$ cat src/rtl/core/ldmc_pkg.sv
`default_nettype none

package ldmc_pkg;

	localparam int unsigned MS_W     = 16;
	localparam int unsigned MINUTE_W = 11;
	localparam int unsigned CMD_W    = 2;
	localparam int unsigned EVENT_W  = 3;
	localparam int unsigned CFG_IDX_W  = 3;
	localparam int unsigned CFG_DATA_W = 16;

	localparam logic [MS_W-1:0] MS_MAX = '1;

	localparam logic [MS_W-1:0]     DEBOUNCE_RST   = 16'd500;
	localparam logic [MS_W-1:0]     MAX_TRAVEL_RST = 16'd22000;
	localparam logic [MS_W-1:0]     OVERRUN_RST    = 16'd1000;
	localparam logic [MINUTE_W-1:0] SUNRISE_RST    = 11'd0;
	localparam logic [MINUTE_W-1:0] SUNSET_RST     = 11'd0;

	typedef enum logic [1:0] {
		PH_IDLE    = 2'd0,
		PH_TRAVEL  = 2'd1,
		PH_OVERRUN = 2'd2
	} phase_t;

	typedef enum logic [CMD_W-1:0] {
		CMD_TICK  = 2'd0,
		CMD_OPEN  = 2'd1,
		CMD_CLOSE = 2'd2,
		CMD_TIME  = 2'd3
	} cmd_t;

	typedef enum logic [EVENT_W-1:0] {
		EV_NONE    = 3'd0,
		EV_OPEN    = 3'd1,
		EV_CLOSE   = 3'd2,
		EV_LIMIT   = 3'd3,
		EV_TIMEOUT = 3'd4,
		EV_STOP    = 3'd5,
		EV_IGNORED = 3'd6
	} event_t;

	typedef enum logic [CFG_IDX_W-1:0] {
		CFG_DEBOUNCE   = 3'd0,
		CFG_MAX_TRAVEL = 3'd1,
		CFG_OVERRUN    = 3'd2,
		CFG_SUNRISE    = 3'd3,
		CFG_SUNSET     = 3'd4
	} cfg_reg_t;

	typedef struct packed {
		logic [MS_W-1:0]     debounce_ms;
		logic [MS_W-1:0]     max_travel_ms;
		logic [MS_W-1:0]     overrun_ms;
		logic [MINUTE_W-1:0] sunrise_minute;
		logic [MINUTE_W-1:0] sunset_minute;
	} cfg_t;

	typedef struct packed {
		phase_t          phase;
		logic            dir_up;
		logic            button_prev;
		logic [MS_W-1:0] press_age_ms;
		logic [MS_W-1:0] phase_timer_ms;
	} ctrl_state_t;

	typedef struct packed {
		logic [CMD_W-1:0]    cmd;
		logic                button_down;
		logic                top_reached;
		logic                bottom_reached;
		logic [MINUTE_W-1:0] minute_of_day;
	} item_t;

	typedef struct packed {
		logic         motor_enable;
		logic         drive_up;
		logic         drive_down;
		logic         last_dir_up;
		logic [EVENT_W-1:0] event_res;
	} result_t;

endpackage

`default_nettype wire

$ cat src/rtl/core/ldmc_in_if.sv
`default_nettype none

interface ldmc_in_if;
	logic        valid;
	logic        ready;
	logic [1:0]  cmd;
	logic        button_down;
	logic        top_reached;
	logic        bottom_reached;
	logic [10:0] minute_of_day;

	modport source (output valid, cmd, button_down, top_reached, bottom_reached,
		minute_of_day, input ready);
	modport sink (input valid, cmd, button_down, top_reached, bottom_reached,
		minute_of_day, output ready);
endinterface

`default_nettype wire

$ cat src/rtl/core/ldmc_out_if.sv
`default_nettype none

interface ldmc_out_if;
	logic       valid;
	logic       ready;
	logic       motor_enable;
	logic       drive_up;
	logic       drive_down;
	logic       last_dir_up;
	logic [2:0] event_res;

	modport source (output valid, motor_enable, drive_up, drive_down, last_dir_up,
		event_res, input ready);
	modport sink (input valid, motor_enable, drive_up, drive_down, last_dir_up,
		event_res, output ready);
endinterface

`default_nettype wire

$ cat src/rtl/core/ldmc_step.sv
`default_nettype none

module ldmc_step
	import ldmc_pkg::*;
(
	input  var ctrl_state_t cur,
	input  var item_t       item,
	input  var cfg_t        cfg,
	output ctrl_state_t     nxt,
	output result_t         res
);

	logic            edge_seen;
	logic            press;
	logic            limit_hit;
	logic            day;
	logic [MS_W-1:0] age_inc;
	logic [MS_W-1:0] timer_inc;
	event_t          ev;

	assign age_inc   = (cur.press_age_ms != MS_MAX) ? cur.press_age_ms + 1'b1
		: cur.press_age_ms;
	assign timer_inc = (cur.phase_timer_ms != MS_MAX) ? cur.phase_timer_ms + 1'b1
		: cur.phase_timer_ms;
	assign edge_seen = item.button_down && !cur.button_prev;
	assign press     = edge_seen && (age_inc >= cfg.debounce_ms);
	assign limit_hit = cur.dir_up ? item.top_reached : item.bottom_reached;
	assign day       = (item.minute_of_day >= cfg.sunrise_minute)
		&& (item.minute_of_day < cfg.sunset_minute);

	always_comb begin
		nxt = cur;
		ev  = EV_NONE;
		case (item.cmd)
			CMD_TICK: begin
				nxt.button_prev  = item.button_down;
				nxt.press_age_ms = age_inc;
				if (press) begin
					nxt.press_age_ms = '0;
					if (cur.phase != PH_IDLE) begin
						nxt.phase          = PH_IDLE;
						nxt.phase_timer_ms = '0;
						ev                 = EV_STOP;
					end else if (!(item.top_reached && item.bottom_reached)) begin
						// direction: away from the active limit, else reverse last travel
						nxt.phase          = PH_TRAVEL;
						nxt.phase_timer_ms = '0;
						if (item.top_reached) begin
							nxt.dir_up = 1'b0;
						end else if (item.bottom_reached) begin
							nxt.dir_up = 1'b1;
						end else begin
							nxt.dir_up = !cur.dir_up;
						end
						ev = nxt.dir_up ? EV_OPEN : EV_CLOSE;
					end
				end else if (cur.phase == PH_TRAVEL) begin
					if (limit_hit || (timer_inc >= cfg.max_travel_ms)) begin
						nxt.phase_timer_ms = '0;
						nxt.phase = (cfg.overrun_ms == '0) ? PH_IDLE : PH_OVERRUN;
						ev = limit_hit ? EV_LIMIT : EV_TIMEOUT;
					end else begin
						nxt.phase_timer_ms = timer_inc;
					end
				end else if (cur.phase == PH_OVERRUN) begin
					if (timer_inc >= cfg.overrun_ms) begin
						nxt.phase          = PH_IDLE;
						nxt.phase_timer_ms = '0;
						ev                 = EV_STOP;
					end else begin
						nxt.phase_timer_ms = timer_inc;
					end
				end
			end
			default: begin
				if (cur.phase != PH_IDLE) begin
					ev = EV_IGNORED;
				end else begin
					nxt.phase          = PH_TRAVEL;
					nxt.phase_timer_ms = '0;
					case (item.cmd)
						CMD_OPEN:  nxt.dir_up = 1'b1;
						CMD_CLOSE: nxt.dir_up = 1'b0;
						default:   nxt.dir_up = day;
					endcase
					ev = nxt.dir_up ? EV_OPEN : EV_CLOSE;
				end
			end
		endcase
	end

	always_comb begin
		res.motor_enable = (nxt.phase != PH_IDLE);
		res.drive_up     = res.motor_enable && nxt.dir_up;
		res.drive_down   = res.motor_enable && !nxt.dir_up;
		res.last_dir_up  = nxt.dir_up;
		res.event_res    = ev;
	end

endmodule

`default_nettype wire

$ cat src/rtl/core/limit_switch_door_motor_controller_unit.sv
// datapath: an accepted transaction goes to the input register, then through the update
// logic to the result register, which it enters only once that register is free
// throughput: one transaction per cycle while the output is ready; the result and
// input registers let a new item enter while a finished result still waits on the output
// reset (arst_n low, asynchronous): idle with no result valid, direction down, counters
// cleared, configuration back to debounce 500, travel 22000, overrun 1000, minutes 0
`default_nettype none

module limit_switch_door_motor_controller_unit
	import ldmc_pkg::*;
(
	input  wire                  clk,
	input  wire                  arst_n,
	ldmc_in_if.sink              in_ch,
	ldmc_out_if.source           out_ch,
	input  wire                  cfg_we,
	input  wire [CFG_IDX_W-1:0]  cfg_index,
	input  wire [CFG_DATA_W-1:0] cfg_data
);

	// input stage: one registered item waiting for the update logic
	item_t       in_s1;
	logic        in_valid_s1;

	// result stage
	result_t     res_s2;
	logic        res_valid_s2;

	// controller state and configuration
	ctrl_state_t state_q;
	cfg_t        cfg_q;

	ctrl_state_t state_d;
	result_t     res_d;
	logic        advance;
	logic        in_fire;

	// item moves on when the result register is empty or being emptied this cycle
	assign advance      = in_valid_s1 && (!res_valid_s2 || out_ch.ready);
	assign in_ch.ready  = !in_valid_s1 || advance;
	assign in_fire      = in_ch.valid && in_ch.ready;

	// the whole state update for one item
	ldmc_step u_step (
		.cur  (state_q),
		.item (in_s1),
		.cfg  (cfg_q),
		.nxt  (state_d),
		.res  (res_d)
	);

	// valid flags, state and configuration
	always_ff @(posedge clk or negedge arst_n) begin
		if (!arst_n) begin
			in_valid_s1          <= 1'b0;
			res_valid_s2         <= 1'b0;
			state_q.phase          <= PH_IDLE;
			state_q.dir_up         <= 1'b0;
			state_q.button_prev    <= 1'b0;
			state_q.press_age_ms   <= '0;
			state_q.phase_timer_ms <= '0;
			cfg_q.debounce_ms    <= DEBOUNCE_RST;
			cfg_q.max_travel_ms  <= MAX_TRAVEL_RST;
			cfg_q.overrun_ms     <= OVERRUN_RST;
			cfg_q.sunrise_minute <= SUNRISE_RST;
			cfg_q.sunset_minute  <= SUNSET_RST;
		end else begin
			if (in_fire) begin
				in_valid_s1 <= 1'b1;
			end else if (advance) begin
				in_valid_s1 <= 1'b0;
			end

			if (advance) begin
				res_valid_s2 <= 1'b1;
				state_q      <= state_d;
			end else if (out_ch.ready) begin
				res_valid_s2 <= 1'b0;
			end

			// user must write only while idle: not enforced, no interlock with the update
			if (cfg_we) begin
				case (cfg_index)
					CFG_DEBOUNCE:   cfg_q.debounce_ms    <= cfg_data[MS_W-1:0];
					CFG_MAX_TRAVEL: cfg_q.max_travel_ms  <= cfg_data[MS_W-1:0];
					CFG_OVERRUN:    cfg_q.overrun_ms     <= cfg_data[MS_W-1:0];
					CFG_SUNRISE:    cfg_q.sunrise_minute <= cfg_data[MINUTE_W-1:0];
					CFG_SUNSET:     cfg_q.sunset_minute  <= cfg_data[MINUTE_W-1:0];
					default: ;
				endcase
			end
		end
	end

	// payload registers, no reset
	always_ff @(posedge clk) begin
		if (in_fire) begin
			in_s1.cmd            <= in_ch.cmd;
			in_s1.button_down    <= in_ch.button_down;
			in_s1.top_reached    <= in_ch.top_reached;
			in_s1.bottom_reached <= in_ch.bottom_reached;
			in_s1.minute_of_day  <= in_ch.minute_of_day;
		end
		if (advance) begin
			res_s2 <= res_d;
		end
	end

	assign out_ch.valid        = res_valid_s2;
	assign out_ch.motor_enable = res_s2.motor_enable;
	assign out_ch.drive_up     = res_s2.drive_up;
	assign out_ch.drive_down   = res_s2.drive_down;
	assign out_ch.last_dir_up  = res_s2.last_dir_up;
	assign out_ch.event_res    = res_s2.event_res;

endmodule

`default_nettype wire

$ cat src/flat_wrapper.sv
// flat-port wrapper written by rule: the top's interface ports become plain ports
module limit_switch_door_motor_controller_unit_flat import ldmc_pkg::*;
  (clk, arst_n, cfg_we, cfg_index, cfg_data, in_ch_valid, in_ch_cmd, in_ch_button_down, in_ch_top_reached, in_ch_bottom_reached, in_ch_minute_of_day, in_ch_ready, out_ch_valid, out_ch_motor_enable, out_ch_drive_up, out_ch_drive_down, out_ch_last_dir_up, out_ch_event_res, out_ch_ready);
  ldmc_in_if in_ch_i ();
  ldmc_out_if out_ch_i ();
  input  wire clk;
  input  wire arst_n;
  input  wire cfg_we;
  input  wire [CFG_IDX_W-1:0] cfg_index;
  input  wire [CFG_DATA_W-1:0] cfg_data;
  input wire logic [$bits(in_ch_i.valid)-1:0] in_ch_valid;
  input wire logic [$bits(in_ch_i.cmd)-1:0] in_ch_cmd;
  input wire logic [$bits(in_ch_i.button_down)-1:0] in_ch_button_down;
  input wire logic [$bits(in_ch_i.top_reached)-1:0] in_ch_top_reached;
  input wire logic [$bits(in_ch_i.bottom_reached)-1:0] in_ch_bottom_reached;
  input wire logic [$bits(in_ch_i.minute_of_day)-1:0] in_ch_minute_of_day;
  output wire logic [$bits(in_ch_i.ready)-1:0] in_ch_ready;
  output wire logic [$bits(out_ch_i.valid)-1:0] out_ch_valid;
  output wire logic [$bits(out_ch_i.motor_enable)-1:0] out_ch_motor_enable;
  output wire logic [$bits(out_ch_i.drive_up)-1:0] out_ch_drive_up;
  output wire logic [$bits(out_ch_i.drive_down)-1:0] out_ch_drive_down;
  output wire logic [$bits(out_ch_i.last_dir_up)-1:0] out_ch_last_dir_up;
  output wire logic [$bits(out_ch_i.event_res)-1:0] out_ch_event_res;
  input wire logic [$bits(out_ch_i.ready)-1:0] out_ch_ready;
  assign in_ch_i.valid = in_ch_valid;
  assign in_ch_i.cmd = in_ch_cmd;
  assign in_ch_i.button_down = in_ch_button_down;
  assign in_ch_i.top_reached = in_ch_top_reached;
  assign in_ch_i.bottom_reached = in_ch_bottom_reached;
  assign in_ch_i.minute_of_day = in_ch_minute_of_day;
  assign in_ch_ready = in_ch_i.ready;
  assign out_ch_valid = out_ch_i.valid;
  assign out_ch_motor_enable = out_ch_i.motor_enable;
  assign out_ch_drive_up = out_ch_i.drive_up;
  assign out_ch_drive_down = out_ch_i.drive_down;
  assign out_ch_last_dir_up = out_ch_i.last_dir_up;
  assign out_ch_event_res = out_ch_i.event_res;
  assign out_ch_i.ready = out_ch_ready;
  limit_switch_door_motor_controller_unit u_core (.clk(clk), .arst_n(arst_n), .in_ch(in_ch_i), .out_ch(out_ch_i), .cfg_we(cfg_we), .cfg_index(cfg_index), .cfg_data(cfg_data));
endmodule
$ cat config.mk
export PLATFORM = sky130hd
export DESIGN_NAME = limit_switch_door_motor_controller_unit_flat
export DESIGN_NICKNAME = d
export VERILOG_FILES = /design/src/rtl/core/ldmc_pkg.sv /design/src/rtl/core/ldmc_in_if.sv /design/src/rtl/core/ldmc_out_if.sv /design/src/rtl/core/ldmc_step.sv /design/src/rtl/core/limit_switch_door_motor_controller_unit.sv /design/src/flat_wrapper.sv
export SDC_FILE = /design/constraint.sdc
export NUM_CORES = 1
export LEC_CHECK = 0
export ABC_AREA = 1
export BUFFER_PORTS_ARGS = -buffer_cell sky130_fd_sc_hd__buf_2
export CAP_MARGIN = 10
export CORE_MARGIN = 4
export CORE_UTILIZATION = 62
export CTS_CLUSTER_DIAMETER = 80
export DETAILED_ROUTE_END_ITERATION = 10
export GPL_ROUTABILITY_DRIVEN = 1
export HOLD_SLACK_MARGIN = 0.08
export PLACE_DENSITY = 0.91
export SLEW_MARGIN = 5
export SYNTH_ARGS = -nofsm -noshare
export SYNTH_HDL_FRONTEND = slang
export SYNTH_SLANG_ARGS = --single-unit
$ cat constraint.sdc
create_clock -name clk -period 3.5 [get_ports clk]
set_input_delay 0.7 -clock clk [delete_from_list [all_inputs] [get_ports clk]]
set_output_delay 0.7 -clock clk [all_outputs]
set_load 0.01 [all_outputs]
==> run summary <==
The net switching power was 2.11 mW; the top-level port count was 49. The run gives 14,500 µm² as the floorplan die area. The worst min-delay path category was input pin to async pin. The largest individual stage delay along the critical path comes from the cell sky130_fd_sc_hd__dfrtp_1. The static power due to leakage is 4.75 nW. For the end-of-flow core utilization, the log shows 0.761.

Sorting the synthesized cells by area gives the leading types as sky130_fd_sc_hd__dfrtp_1, sky130_fd_sc_hd__nand2_1, sky130_fd_sc_hd__ha_1. For the final database, setup skew stands at 11.4 ps. The detailed router put a total of 8010 µm of wire on met1. No sink is reached through more buffers than the 2 on the longest clock path.

The tools report the post-layout worst setup margin as -155 ps. The width of the die works out to 120 µm. The logs give -160 ps for the setup slack of the worst register-to-register path and 0.316 for the share of power burned in the clock network. The final reports fail on setup timing.

The sequential share of the synthesized area was 0.438; the final-report max-slew violation count was 0. For the pin with the worst max-slew slack, the measured transition is 1000 ps. For the number of antenna violations at the first check in global routing, the log shows 0. After detailed routing, the number of vias per cell comes to 5.85. For this design the ratio of total power to cell area is 624 nW/µm².

The proportion of total power due to net switching is 0.366, and the number of different library cells in the post-synthesis netlist is 39. Fraction of synthesized cell area taken by the top area cell type: 0.282. The number of instances in the synthesized netlist was 967.

The logs give 0 for the number of design rule violations left after detail routing and 3970 ps for the endpoint arrival time on the critical path. The worst setup path is captured at a flop. The largest delay contributor family on the critical path was simple AND/OR/NAND/NOR gates. Kind of critical path: flop to flop. In the layout the commonest cells are sky130_fd_sc_hd__nand2_1, sky130_fd_sc_hd__inv_1, sky130_fd_sc_hd__dfrtp_1. Once detail routing completed, the nets flagged for antenna violations numbered 0. The average instance area after synthesis came out at 8.07 µm². The run gives 12,600 µm as the final HPWL from detailed placement. Synthesis inferred 131 register bits. The layout net count was 1,151; the critical path buffer and inverter count was 3. The master cell of the clock root buffer is sky130_fd_sc_hd__clkbuf_16. The top cell type by total area after synthesis was sky130_fd_sc_hd__dfrtp_1. In this design, the stage delay of the slowest critical-path cell is 390 ps. Summing over every cut layer, the via total after detailed routing is 7,129. The fraction of power consumed by combinational cells came out at 0.322. The flow ran to the end, but the final reports show violations.

The run gives 59 as the largest net degree at the start of global routing. The tools report the worst max-slew margin expressed relative to the limit as 0.329. Y dimension of the die: 120 µm. For this run the aggregate overflow at the end of global routing stands at 0. The starting utilization of the core area was 0.642; the routed wirelength normalized by instance count was 17.7 µm. The logs give 131 for the number of sinks handled by clock tree synthesis and 0 for the number of antenna cells inserted. The floorplan step defined a core boundary enclosing 12,200 µm². The layout has 733 filler cells. The critical path startpoint category was a flop.

The congestion estimate from routability-driven global placement came to 0.930. The portion of the clock cycle consumed by the worst path in the final layout is 1.04. The top metal layer carrying routed signals was met4. The synthesized netlist occupies a cell area of 7810 µm². At the later pin of the worst-skew pair, clock insertion delay measures 430 ps. Internal power comes to 3.66 mW. Counting I/O delays and the setup requirement, the final critical path takes 3660 ps. The pre-antenna-repair detailed-routing pass consisted of 7 iterations.

The count of buffers added on input and output ports is 48. The wire length on met2 was 10,500 µm. The number of buffers inserted by hold repair at cts is 0, and the number of DRC markers after the initial detailed-route iteration is 878.

When the netlist entered floorplanning its net count stood at 1,080. Along the worst path, the maximum fanout reaches 8. Static timing analysis puts the maximum clock frequency at 274 MHz. The routed length on met3 is 1960 µm, and the number of core rows is 40. The maximum level of the CTS H-tree was 4. The tools report the worst vdd rail ir drop as 0.466 mV. The library cell used most frequently in the layout, excluding fill and tap cells, is sky130_fd_sc_hd__nand2_1.

STA puts the critical path data required time at 3810 ps. Clock-pin slew was measured on the worst setup and hold paths at 60 ps. For the total design power, the log shows 5.77 mW. The total setup violations reported at the end of the flow is 34, and the via count of the first global-routing pass is 6,605. The tools report the number of warnings printed during yosys synthesis as 0.

Wires add up to 21,600 µm. The global-route wire length before repair is 30,600 µm. The growth of design area from synthesis to finish came out at 18.5%. TritonCTS built the clock tree. The tool flagged a number of max-cap violations equal to 0. The sequential fraction of design power was 0.362; the number of failing hold endpoints at the final stage was 0.

The tools report the total routing usage reported by global routing as 0.265. Traced cell by cell, the critical path runs through ha_2 -> nand2_2 -> nor3_4 -> nand3_2 -> nor2_4 -> nor2_4 -> nand2_1 -> xor2_1 -> inv_1 -> ha_4 -> nand2_2 -> inv_2 -> nand3_2 -> nor3_4 -> nand2_1 -> nand3_2 -> nand2_4 -> nand4_1 -> nand3_4 -> clkbuf_16 -> nand2_1 -> o21ai_1. The proportion of layout cells with a drive suffix above 1 works out to 0.186.

TritonCTS created 17 clock buffers. Setup repair after global routing could not meet its margin everywhere.
state kept, by name (all words and copies together) (netlist names):
| name | count |
|---|---|
| u_core.in_s1 | 16 |
| u_core.out_ch.valid | 1 |
| u_core.cfg_q | 70 |
| u_core.out_ch.event_res | 3 |
| u_core.out_ch.drive_up | 1 |
| u_core.out_ch.motor_enable | 1 |
| u_core.in_valid_s1 | 1 |
| u_core.out_ch.drive_down | 1 |
| u_core.out_ch.last_dir_up | 1 |
| u_core.state_q | 36 |
Yosys cell counts (all sizes together):
library cell,number
inv,171
o21bai,3
or2,1
o22ai,10
nand4,8
o21a,3
a21o,1
clkinv,1
nor4,8
dfstp,20
xnor2,4
nand2,257
ha,73
a21oi,41
o21ai,107
xor2,11
nor2,59
nand3,46
edfxtp,23
nor3,10
a31oi,2
buf,5
clkbuf,15
dfrtp,88
through the flow:
step | TNS (ps) | worst slack (ps) | area, µm² | hold WS [ps] | instances
3_5_place_dp | 0 | 28.4 | 8210 | 473 | 1167
5_1_grt | -11380 | -368 | 9250 | 375 | 1219
3_3_place_gp | 0 | 193 | 8210 | 466 | 1167
4_1_cts | 0 | 24.6 | 8810 | 338 | 1199
2_1_floorplan | 0 | 444 | 7810 | 404 | 967
6_report | -3310 | -155 | 9250 | 321 | 1219
power by group through the flow:
stage               logic (mW)  registers [mW]  clock network (mW)
finish                    1.86            2.09                1.82
global placement          1.38            2.07                   0
floorplan                 1.10            2.04                   0
CTS                       1.49            2.07                1.82
detailed placement        1.45            2.09                   0
global route              2.06            2.11                1.89
metal layers:
metal  track usage  vias to the layer above
li1              -                     3257
met1         0.328                     3324
met2         0.448                      428
met3        0.0603                      120
met4         0.115                        0
met5             0                        -
cell type report:
class | count | area, µm² | area share
multi-input combinational | 645 | 3870 | 0.419
sequential | 131 | 3420 | 0.370
clock buffer | 21 | 470 | 0.0509
timing repair buffer | 71 | 495 | 0.0536
tap | 168 | 210 | 0.0227
clock inverter | 11 | 130 | 0.0141
inverter | 172 | 653 | 0.0706
repair_timing:
| item | in CTS | in global routing |
|---|---|---|
| buffers inserted | 0 | 16 |
| gates resized for setup | 0 | 63 |
| pin swaps | 1 | 26 |
| gates cloned | 0 | 4 |
| endpoints found under the setup margin | 3 | 39 |
path summary, 6_finish.rpt:
check | end | depth (start not counted) | start
setup / recovery | u_core.state_q[13] | 22 | u_core.state_q[17]
hold / removal | u_core.cfg_q[1] | 1 | arst_n
setup reg to reg | u_core.state_q[13] | 22 | u_core.state_q[17]
hold reg to reg | u_core.cfg_q[2] | 2 | u_core.cfg_q[2]
max in group asynchronous | u_core.cfg_q[62] | 2 | arst_n
min in group clk | u_core.in_s1[7] | 1 | in_ch_minute_of_day[7]
logic make-up (layout without fill, tap and decap cells):
group                    Yosys count  in the layout  synth area share
adder cells (fa/ha/maj)           73             73             0.117
AND/OR/NAND/NOR                  389            390             0.220
AO/OA/AOI/OAI                    167            167             0.113
XOR/XNOR                          15             15            0.0168
flip-flops                       131            131             0.438
buffers and inverters            192            275            0.0955
Power figures use the tool's default switching activity.
